==> config.mk <==
export PLATFORM = sky130hd
export DESIGN_NAME = neighbor_table_mtf_lookup_top
export DESIGN_NICKNAME = d
export VERILOG_FILES = /design/src/hdl/ntml_pkg.sv /design/src/hdl/neighbor_table_mtf_lookup_top.sv /design/src/hdl/ntml_ram.sv /design/src/hdl/ntml_ctrl.sv /design/src/hdl/ntml_dp.sv
export SDC_FILE = /design/constraint.sdc
export NUM_CORES = 1
export LEC_CHECK = 0
export ABC_AREA = 1
export BUFFER_PORTS_ARGS = -buffer_cell sky130_fd_sc_hd__buf_2
export CORE_MARGIN = 8
export CORE_UTILIZATION = 40
export CTS_BUF_LIST = sky130_fd_sc_hd__clkbuf_8
export CTS_CLUSTER_SIZE = 40
export DETAILED_ROUTE_END_ITERATION = 16
export PLACE_DENSITY_LB_ADDON = 0.12
export SYNTH_ARGS = -nofsm -noshare
export SYNTH_HDL_FRONTEND = slang
export SYNTH_HIERARCHICAL = 1
export SYNTH_SLANG_ARGS = --single-unit
export TNS_END_PERCENT = 50
==> constraint.sdc <==
create_clock -name clk_i -period 6.3 [get_ports clk_i]
set_input_delay 1.26 -clock clk_i [delete_from_list [all_inputs] [get_ports clk_i]]
set_output_delay 1.26 -clock clk_i [all_outputs]
set_load 0.05 [all_outputs]
==> src/hdl/ntml_pkg.sv <==
package ntml_pkg;

  localparam int ID_W      = 8;
  localparam int TIME_W    = 32;
  localparam int CNT_OUT_W = 4;
  localparam int CFG_IDX_W = 1;
  localparam int CFG_W     = 8;

  // Configuration register indexes
  localparam logic [CFG_IDX_W-1:0] CFG_OWN_ADDR   = 1'b0;
  localparam logic [CFG_IDX_W-1:0] CFG_BCAST_ADDR = 1'b1;

  localparam logic [ID_W-1:0] OWN_ADDR_RESET   = 8'h00;
  localparam logic [ID_W-1:0] BCAST_ADDR_RESET = 8'hFF;
  localparam logic [ID_W-1:0] ID_NONE          = 8'h00;

  typedef enum logic [1:0] {
    ACT_SEEN   = 2'd0,
    ACT_NEXT   = 2'd1,
    ACT_PREV   = 2'd2,
    ACT_LOWEST = 2'd3
  } action_e;

  typedef enum logic [1:0] {
    ST_IDLE,
    ST_SCAN,
    ST_PUBLISH
  } state_e;

  // One table entry as stored in the RAM
  typedef struct packed {
    logic [ID_W-1:0]   id;
    logic [TIME_W-1:0] seen;
  } entry_t;

  typedef struct packed {
    logic start;
    logic step;
    logic load_out;
  } ctrl_cmd_t;

  typedef struct packed {
    logic done;
  } ctrl_sts_t;

endpackage

==> src/hdl/neighbor_table_mtf_lookup_top.sv <==
// Scan: a query or a missing id walks all N entries before the result, where N is the entry count;
//   an id found at slot a ends the walk at that slot.
// Throughput: one item at a time; the next is taken the cycle after the result is registered.
//   The table RAM is walked one entry per cycle through its registered read port.
// Reset: control, entry count and registers (own 0, broadcast 255) clear at once; table
//   contents stay undefined and are never used before written, so there is no clearing pass.
module neighbor_table_mtf_lookup_top #(
  parameter int TABLE_DEPTH = 16
) (
  input  logic                               clk_i,
  input  logic                               rst_ni,
  input  logic                               cfg_we_i,
  input  logic [ntml_pkg::CFG_IDX_W-1:0]     cfg_index_i,
  input  logic [ntml_pkg::CFG_W-1:0]         cfg_data_i,
  input  logic                               in_valid_i,
  output logic                               in_stall_o,
  input  logic [1:0]                         action_i,
  input  logic [ntml_pkg::ID_W-1:0]          node_id_i,
  input  logic [ntml_pkg::ID_W-1:0]          dest_id_i,
  input  logic [ntml_pkg::TIME_W-1:0]        now_ms_i,
  input  logic [ntml_pkg::TIME_W-1:0]        live_span_ms_i,
  output logic                               out_valid_o,
  input  logic                               out_stall_i,
  output logic [ntml_pkg::ID_W-1:0]          answer_id_o,
  output logic                               for_us_o,
  output logic [ntml_pkg::CNT_OUT_W-1:0]     entry_count_o
);

  import ntml_pkg::*;

  ctrl_cmd_t cmd;
  ctrl_sts_t sts;

  ntml_ctrl u_ctrl (
    .clk_i       (clk_i),
    .rst_ni      (rst_ni),
    .in_valid_i  (in_valid_i),
    .in_stall_o  (in_stall_o),
    .out_valid_o (out_valid_o),
    .out_stall_i (out_stall_i),
    .cmd_o       (cmd),
    .sts_i       (sts)
  );

  ntml_dp #(
    .DEPTH (TABLE_DEPTH)
  ) u_dp (
    .clk_i          (clk_i),
    .rst_ni         (rst_ni),
    .cfg_we_i       (cfg_we_i),
    .cfg_index_i    (cfg_index_i),
    .cfg_data_i     (cfg_data_i),
    .action_i       (action_i),
    .node_id_i      (node_id_i),
    .dest_id_i      (dest_id_i),
    .now_ms_i       (now_ms_i),
    .live_span_ms_i (live_span_ms_i),
    .cmd_i          (cmd),
    .sts_o          (sts),
    .answer_id_o    (answer_id_o),
    .for_us_o       (for_us_o),
    .entry_count_o  (entry_count_o)
  );

endmodule

==> src/hdl/ntml_ram.sv <==
module ntml_ram #(
  parameter int WIDTH = 40,
  parameter int DEPTH = 16
) (
  input  logic                     clk_i,
  input  logic                     we_i,
  input  logic [$clog2(DEPTH)-1:0] waddr_i,
  input  logic [WIDTH-1:0]         wdata_i,
  input  logic                     re_i,
  input  logic [$clog2(DEPTH)-1:0] raddr_i,
  output logic [WIDTH-1:0]         rdata_o
);

  logic [WIDTH-1:0] mem_q [DEPTH];
  logic [WIDTH-1:0] rdata_q;

  // Write port
  always_ff @(posedge clk_i) begin
    if (we_i) begin
      mem_q[waddr_i] <= wdata_i;
    end
  end

  // Registered read port
  always_ff @(posedge clk_i) begin
    if (re_i) begin
      rdata_q <= mem_q[raddr_i];
    end
  end

  assign rdata_o = rdata_q;

endmodule

==> src/hdl/ntml_ctrl.sv <==
module ntml_ctrl (
  input  logic                clk_i,
  input  logic                rst_ni,
  input  logic                in_valid_i,
  output logic                in_stall_o,
  output logic                out_valid_o,
  input  logic                out_stall_i,
  output ntml_pkg::ctrl_cmd_t cmd_o,
  input  ntml_pkg::ctrl_sts_t sts_i
);

  import ntml_pkg::*;

  state_e state_q, state_d;
  logic   out_valid_q, out_valid_d;

  // Sequence one item: take it, walk the table, publish the result
  always_comb begin
    state_d    = state_q;
    cmd_o      = '0;
    in_stall_o = 1'b1;
    unique case (state_q)
      ST_IDLE: begin
        in_stall_o = 1'b0;
        if (in_valid_i) begin
          cmd_o.start = 1'b1;
          state_d     = ST_SCAN;
        end
      end
      ST_SCAN: begin
        cmd_o.step = 1'b1;
        if (sts_i.done) begin
          state_d = ST_PUBLISH;
        end
      end
      ST_PUBLISH: begin
        if (!out_valid_q || !out_stall_i) begin
          cmd_o.load_out = 1'b1;
          state_d        = ST_IDLE;
        end
      end
      default: begin
        state_d = ST_IDLE;
      end
    endcase
  end

  // Set output valid on load, drop it once the item is taken
  always_comb begin
    out_valid_d = out_valid_q;
    if (cmd_o.load_out) begin
      out_valid_d = 1'b1;
    end else if (!out_stall_i) begin
      out_valid_d = 1'b0;
    end
  end

  always_ff @(posedge clk_i or negedge rst_ni) begin
    if (!rst_ni) begin
      state_q     <= ST_IDLE;
      out_valid_q <= 1'b0;
    end else begin
      state_q     <= state_d;
      out_valid_q <= out_valid_d;
    end
  end

  assign out_valid_o = out_valid_q;

endmodule

==> src/hdl/ntml_dp.sv <==
module ntml_dp #(
  parameter int DEPTH = 16
) (
  input  logic                                  clk_i,
  input  logic                                  rst_ni,
  input  logic                                  cfg_we_i,
  input  logic [ntml_pkg::CFG_IDX_W-1:0]        cfg_index_i,
  input  logic [ntml_pkg::CFG_W-1:0]            cfg_data_i,
  input  logic [1:0]                            action_i,
  input  logic [ntml_pkg::ID_W-1:0]             node_id_i,
  input  logic [ntml_pkg::ID_W-1:0]             dest_id_i,
  input  logic [ntml_pkg::TIME_W-1:0]           now_ms_i,
  input  logic [ntml_pkg::TIME_W-1:0]           live_span_ms_i,
  input  ntml_pkg::ctrl_cmd_t                   cmd_i,
  output ntml_pkg::ctrl_sts_t                   sts_o,
  output logic [ntml_pkg::ID_W-1:0]             answer_id_o,
  output logic                                  for_us_o,
  output logic [ntml_pkg::CNT_OUT_W-1:0]        entry_count_o
);

  import ntml_pkg::*;

  localparam int AW    = $clog2(DEPTH);
  localparam int ENT_W = $bits(entry_t);

  // Configuration registers
  logic [ID_W-1:0] own_q, bcast_q;

  // Item context
  action_e           op_q;
  logic [ID_W-1:0]   key_q, ref_q, ret_q;
  entry_t            carry_q;
  logic [TIME_W-1:0] allowed_q;
  logic              for_us_q;
  logic [AW-1:0]     idx_q, count_q;

  // Result register
  logic [ID_W-1:0]      answer_q;
  logic                 for_us_out_q;
  logic [CNT_OUT_W-1:0] entry_count_q;

  logic [ID_W-1:0]      ref_sel, init_ret, ret_n;
  logic [TIME_W-1:0]    allowed;
  logic [ENT_W-1:0]     rd_data;
  entry_t               rd_entry;
  logic                 at_end, hit, live, is_seen, done;
  logic                 ram_we, ram_re;
  logic [AW-1:0]        ram_raddr;
  logic [AW+CNT_OUT_W-1:0] count_ext;

  // Take configuration writes
  always_ff @(posedge clk_i or negedge rst_ni) begin
    if (!rst_ni) begin
      own_q   <= OWN_ADDR_RESET;
      bcast_q <= BCAST_ADDR_RESET;
    end else if (cfg_we_i) begin
      unique case (cfg_index_i)
        CFG_OWN_ADDR:   own_q   <= cfg_data_i;
        CFG_BCAST_ADDR: bcast_q <= cfg_data_i;
        default: ;
      endcase
    end
  end

  // Resolve reference, seed answer from own address, compute live threshold
  always_comb begin
    ref_sel  = (node_id_i == ID_NONE) ? own_q : node_id_i;
    init_ret = ID_NONE;
    if (action_i == ACT_NEXT) begin
      init_ret = (own_q > ref_sel) ? own_q : ID_NONE;
    end else if (action_i != ACT_SEEN) begin
      init_ret = (own_q < ref_sel) ? own_q : ID_NONE;
    end
    allowed = (now_ms_i > live_span_ms_i) ? (now_ms_i - live_span_ms_i) : '0;
  end

  // Compare the entry read back against the item
  assign rd_entry = entry_t'(rd_data);
  assign at_end   = (idx_q == count_q);
  assign hit      = (rd_entry.id == key_q);
  assign live     = (rd_entry.seen >= allowed_q);
  assign is_seen  = (op_q == ACT_SEEN);
  assign done     = at_end || (is_seen && hit);
  assign sts_o.done = done;

  // Fold one entry into the running answer
  always_comb begin
    ret_n = ret_q;
    unique case (op_q)
      ACT_NEXT: begin
        if (rd_entry.id > ref_q && (ret_q == ID_NONE || rd_entry.id < ret_q)) begin
          ret_n = rd_entry.id;
        end
      end
      ACT_PREV: begin
        if (rd_entry.id < ref_q && (ret_q == ID_NONE || rd_entry.id > ret_q)) begin
          ret_n = rd_entry.id;
        end
      end
      ACT_LOWEST: begin
        if (rd_entry.id < ref_q && (ret_q == ID_NONE || rd_entry.id < ret_q)) begin
          ret_n = rd_entry.id;
        end
      end
      ACT_SEEN: begin
        ret_n = ret_q;
      end
    endcase
  end

  // Latch the item, then advance one entry per step
  always_ff @(posedge clk_i) begin
    if (cmd_i.start) begin
      op_q      <= action_e'(action_i);
      key_q     <= node_id_i;
      ref_q     <= ref_sel;
      carry_q   <= '{id: node_id_i, seen: now_ms_i};
      allowed_q <= allowed;
      ret_q     <= init_ret;
      for_us_q  <= (action_i == ACT_SEEN) && (dest_id_i == own_q || dest_id_i == bcast_q);
      idx_q     <= '0;
    end else if (cmd_i.step && !done) begin
      idx_q <= idx_q + AW'(1);
      if (is_seen) begin
        carry_q <= rd_entry;
      end else if (live) begin
        ret_q <= ret_n;
      end
    end
  end

  // Grow the table on a miss until it saturates
  always_ff @(posedge clk_i or negedge rst_ni) begin
    if (!rst_ni) begin
      count_q <= '0;
    end else if (cmd_i.step && is_seen && at_end && count_q != AW'(DEPTH - 1)) begin
      count_q <= count_q + AW'(1);
    end
  end

  // Load the result register
  assign count_ext = {{CNT_OUT_W{1'b0}}, count_q};
  always_ff @(posedge clk_i) begin
    if (cmd_i.load_out) begin
      answer_q      <= ret_q;
      for_us_out_q  <= for_us_q;
      entry_count_q <= count_ext[CNT_OUT_W-1:0];
    end
  end

  assign answer_id_o   = answer_q;
  assign for_us_o      = for_us_out_q;
  assign entry_count_o = entry_count_q;

  // Shift the carried entry back one slot per step; read the next slot ahead
  assign ram_we    = cmd_i.step && is_seen;
  assign ram_re    = cmd_i.start || cmd_i.step;
  assign ram_raddr = cmd_i.start ? '0 : (idx_q + AW'(1));

  ntml_ram #(
    .WIDTH (ENT_W),
    .DEPTH (DEPTH)
  ) u_table (
    .clk_i   (clk_i),
    .we_i    (ram_we),
    .waddr_i (idx_q),
    .wdata_i (carry_q),
    .re_i    (ram_re),
    .raddr_i (ram_raddr),
    .rdata_o (rd_data)
  );

endmodule

* Yosys cells after proc, flatten, opt, wreduce, memory -nomap -nowiden *
Memory sizes are Yosys's and may differ from the RTL's. A register that Yosys moved wholly into a read port is not among the register bits.
Index checks and enable logic that the tools add are counted.

word-level totals
  flip-flop bits (word level) = 139
  RAM bits = 640
  output and inout port bits = 15
  word-level logic and storage cells = 112
  memories kept = 1

memories
  name                depth  width  rd ports  clocked after memory_dff  write ports  RTL line        RTL
  u_dp.u_table.mem_q  16     40     1         1                         1            ntml_ram.sv:14  logic [WIDTH-1:0] mem_q [DEPTH];

cells by class
  add/sub/neg operators = 3
  order comparisons = 8
  equality and inequality tests = 19
  muxes and demuxes = 31
  bitwise logic cells = 1
  reduce and logical (&&, ||, !) cells = 32

operators by type and width
  kind                                                                    number
  40-bit 2-to-1 mux                                                       3
  8-bit 2-to-1 mux                                                        12
  32-bit >= comparator                                                    1
  32-bit greater-than comparator                                          1
  32-bit subtractor                                                       1
  8-bit equality test                                                     3
  8-bit greater-than comparator                                           3
  8-bit less-than comparator                                              3
  8-bit case mux with 3 select lines                                      1
  8-bit zero test                                                         2
  1-bit 2-to-1 mux                                                        10
  1-bit logical AND                                                       9
  3-bit by 1-bit != test with 1-bit output (second input constant)        3
  4-bit by 1-bit adder with 4-bit output (second input constant)          2
  2-bit by 1-bit != test with 1-bit output (second input constant)        4
  2-bit nonzero test                                                      4
  2-bit by 1-bit equality test with 1-bit output (second input constant)  3
  2-bit equality test (second input constant)                             3
  2-bit zero test                                                         3
  1-bit logical OR                                                        6
  2-bit 2-to-1 mux                                                        3
  2-bit case mux with 3 select lines                                      1
  2-bit AND reduction                                                     3
  6-bit AND reduction                                                     1
  other kinds (7)                                                         9

* Depth between registers and ports, before layout *
  depth after elaboration = 9
  depth in mapped cells = 15
  depth with buffers taken out = 14

* Cells and area by module *
Netlist, hierarchy kept.

by module, submodules not included
  module     times used  cells an instance  area each (sq um)  seq. area each (sq um)
  ntml_ram   1           2643               28753.8            20419.6
  ntml_dp    1           1196               9546.7             3953.8
  ntml_ctrl  1           23                 162.7              75.1

* Worst setup path after synthesis *
No wires, ideal clock.

  path type = input to register
  from = input port in_valid_i
  to = register u_dp/carry_q[0] (netlist bit) (enable)
  library setup time = 0.493 ns
  arrival time = 4.192 ns
  data required time = 5.807 ns
  slack = 1.615 ns
  stages on the path = 5
  buffers on the path = 1
  cell sequence = nand3_1 > inv_1 > inv_2 > clkbuf_1 > o21ai_0

RTL lines
  element               RTL line                             RTL
  from (decl)           neighbor_table_mtf_lookup_top.sv:15  input logic in_valid_i,
  to (signal assigned)  ntml_dp.sv:117                       carry_q <= '{id: node_id_i, seen: now_ms_i};
  to (signal assigned)  ntml_dp.sv:125                       carry_q <= rd_entry;
  to (decl)             ntml_dp.sv:32                        entry_t carry_q;

* Worst setup path after layout *
  from = register u_dp.op_q[0]
  to = memory u_dp.u_table.mem_q[4][1] (enable)

on the way
  cells in the longest elaborated chain, start to end = 4

RTL lines
  element                                 RTL line        RTL
  from (decl)                             ntml_dp.sv:30   action_e op_q;
  from (signal assigned)                  ntml_dp.sv:114  op_q <= action_e'(action_i);
  2-bit zero test                         ntml_dp.sv:82   assign is_seen = (op_q == ACT_SEEN);
  1-bit logical AND                       ntml_dp.sv:156  assign ram_we = cmd_i.step && is_seen;
  via u_dp.ram_we                         ntml_dp.sv:47   logic ram_we, ram_re;
  1-bit 2-to-1 mux                        ntml_ram.sv:19  if (we_i) begin
  1-bit 2-to-1 mux (not written as such)  ntml_ram.sv:20  mem_q[waddr_i] <= wdata_i;
  to (decl)                               ntml_ram.sv:14

The timed path passes the listed nets, and every way through them passes these cells.

==> impl_metrics.json <==
{
  "period_share_pct": 59.1,
  "num_rows": 113,
  "port_buffers": 110,
  "post_cts_resized": 0,
  "muxShareOfSynthArea_pct": 0.0293,
  "seq_area_frac_synth_pct": 63.6,
  "crit_type": "reg -> reg",
  "antenna_found_initial": 2,
  "avgSynthCellArea_um2": 9.96,
  "fin_tns_setup_ns": 0,
  "synth_top_area_share_pct": 61.8,
  "total_leakage_power_nw": 18.7,
  "layout-area-overhead-vs-synth_pct": 10.8,
  "yosys_warnings": 6,
  "path_clk_slew_ns": 0.06,
  "wl_per_cell_um": 19.6,
  "clkPwrFrac_pct": 21.7,
  "netlist_top_cells_area": "edfxtp_1 62%, nand2_1 12%, inv_1 6.8%",
  "ys_types": 47,
  "m1WireLength_um": 49000,
  "seqPwrFrac_pct": 41.8,
  "utilization_pct": 44.8,
  "synth_area_um2": 38500,
  "synth_fa_ha_area_share_pct": 2.98,
  "r2r_slack_ns": 2.58,
  "required_ns": 6.69,
  "reg2reg_depth": 6,
  "layout-drive-gt1-share_pct": 10.0,
  "grt_max_degree": 192,
  "synth_compound_area_share_pct": 2.48,
  "start_util_pct": 40.4,
  "syn_nets": 4049,
  "die_width_um": 326,
  "worst_pin_slew_ns": 1.27,
  "die-area_um2": 106000,
  "endpoint": "u_dp/u_table/mem_q[4][1]",
  "cts-buffers-inserted": 144,
  "final_area_um2": 42600,
  "skew_ns": 0.0347,
  "maxCapViolations": 0,
  "hold_viol_final": 0,
  "swShare_pct": 41.3,
  "core_area_um2": 95200,
  "avgViaCountPerCell": 4.89,
  "met3_wirelength_um": 6230,
  "drtPass1Iterations": 5,
  "grt_first_pass_wirelength_um": 158000,
  "fin_crit_ns": 3.72,
  "power_switching_w": 0.00826,
  "ant_nets": 0,
  "critPathLaunchType": "flop",
  "outcome": "completed",
  "fin_nets": 4193,
  "cts_tree": "built",
  "grt_use_total_pct": 19.5,
  "drcViolationCount": 0,
  "grt_pass1_vias": 25021,
  "rsz0062_at_grt": "false",
  "synth_edf_count": 792,
  "met2_length_um": 48200,
  "drv_slew": 0,
  "io_pins": 111,
  "synthFlopType": "edfxtp_1",
  "postCtsSetupRepairBufs": 0,
  "htreeDepth": 4,
  "place_area_um2": 40100,
  "synth-simple-area-share_pct": 20.8,
  "place_congestion": 0.846,
  "cts_sinks": 819,
  "synth_seq_cells": 819,
  "cp_max_fo": 24,
  "end_kind": "flop",
  "crit_arrival_ns": 4.11,
  "hold_class": "reg -> reg",
  "via_count": 26292,
  "max_slew_margin_pct": 15.1,
  "netlist_top_cells_count": "1209 x nand2_1, 792 x edfxtp_1, 699 x inv_1, 517 x nand3_1, 99 x nor2_1",
  "ys_async_sr_fraction_pct": 2.81,
  "cp-startpoint": "u_dp/op_q[0]",
  "die_h_um": 326,
  "cts_hold_buf": 0,
  "pwr-share-comb_pct": 36.5,
  "clk_latency_ns": 0.78,
  "synth_top_family_by_area": "simple AND/OR/NAND/NOR gates",
  "power.internal_w": 0.0117,
  "yosysTopAreaCell": "edfxtp_1",
  "setup_viol": 0,
  "cts.path.max_buffers": 3,
  "power.density_nw_per_um2": 469,
  "top_layer_used": "met5",
  "fmax_mhz": 269,
  "wl_um": 105000,
  "syn_inst": 3862,
  "clockRootBuffer": "clkbuf_8",
  "r2r-start": "u_dp/op_q[0]",
  "overflow": 0,
  "reg2reg_to": "u_dp/u_table/mem_q[4][1]",
  "synth.most_common_cell": "nand2_1",
  "synth-xor-area-share_pct": 0.774,
  "ir_worst_vdd_uv": 721,
  "drtIter0Drc": 2379,
  "post-dp-hpwl_um": 58600
}
sequential cells by signal (all words and copies together), names as in the netlist:
name / flops
u_ctrl/out_valid_o: 1
u_ctrl/state_q: 2
u_dp/allowed_q: 32
u_dp/answer_id_o: 8
u_dp/bcast_q: 8
u_dp/carry_q: 40
u_dp/count_q: 4
u_dp/entry_count_o: 4
u_dp/for_us_o: 1
u_dp/for_us_q: 1
u_dp/idx_q: 4
u_dp/key_q: 8
u_dp/op_q: 2
u_dp/own_q: 8
u_dp/ref_q: 8
u_dp/ret_q: 8
u_dp/u_table/mem_q: 640
u_dp/u_table/rdata_o: 40
worst min-delay path by stage:
stage | start | to | slack (ns) | depth (start not counted)
2_1_floorplan | u_dp/for_us_q | u_dp/for_us_o | 0.40 | 0
3_3_place_gp | u_dp/for_us_q | u_dp/for_us_o | 0.41 | 0
3_5_place_dp | u_dp/for_us_q | u_dp/for_us_o | 0.42 | 0
4_1_cts | rst_ni | u_dp/own_q[0] | 0.41 | 1
5_1_grt | u_dp/for_us_q | u_dp/for_us_o | 0.43 | 0
6_report | u_dp/for_us_q | u_dp/for_us_o | 0.43 | 0
cell families (layout without fill, tap and decap cells):
| kind of cell | Yosys count | after routing |
|---|---|---|
| xor+xnor | 34 | 34 |
| simple gates | 1899 | 1899 |
| mux | 1 | 1 |
| other cells | 0 | 1 |
| compound gates | 163 | 163 |
| buf+inv | 855 | 1100 |
| fa+ha+maj | 91 | 91 |
| flops | 819 | 819 |
metrics by stage:
| step | total power, W | hold slack (ns) | std cells | setup WS [ns] |
|---|---|---|---|---|
| global placement | 0.0158 | 0.405 | 5125 | 1.90 |
| finish | 0.0200 | 0.427 | 5373 | 2.58 |
| global route | 0.0213 | 0.432 | 5373 | 2.41 |
| CTS | 0.0202 | 0.413 | 5372 | 2.57 |
| detailed placement | 0.0158 | 0.418 | 5125 | 1.83 |
| floorplan | 0.0133 | 0.400 | 3862 | 1.61 |
layer usage:
metal | global-route usage (%) | vias up
met5 | 0 | -
met4 | 5.35 | 2
met3 | 3.50 | 138
met2 | 30.9 | 768
met1 | 27.4 | 12590
li1 | - | 12794
power by group through the flow:
stage          Clock, W  Combinational (W)  Sequential, W
2_1_floorplan         0            0.00524        0.00808
5_1_grt         0.00472            0.00813        0.00847
4_1_cts         0.00449            0.00736        0.00837
3_3_place_gp          0            0.00730        0.00848
3_5_place_dp          0            0.00732        0.00847
6_report        0.00435            0.00730        0.00835
area by class of cell:
class	instances	area (um^2)
clock buffers	147	2020
repair buffers	147	853
well taps	1265	1580
diodes	1	2.50
inverters	706	2670
clock inverters	100	479
fillers	9136	52500
flip-flops and latches	819	24400
multi-input cells	2188	10600
critical path, stage by stage (launching register included):
cell and delay (ns):
edfxtp_1 0.43, nor2_1 0.35, inv_1 0.15, nor2_1 0.32, nand3b_1 0.40, nor2_4 1.08, buf_4 0.57
cells in the final DEF, fill, tap and decap left out, types with 28 or more instances in the layout:
cell type / Yosys / routed
ha_1: 90 / 90
a21oi_1: 73 / 73
xor2_1: 28 / 28
buf_2: 56 / 110
inv_1: 699 / 745
nor2_1: 99 / 79
clkbuf_8: 0 / 147
edfxtp_1: 792 / 792
nand3_1: 517 / 517
buf_4: 6 / 35
nand2_1: 1209 / 1208
o21ai_0: 51 / 50
Note: power is estimated with default switching activity, not from simulation.
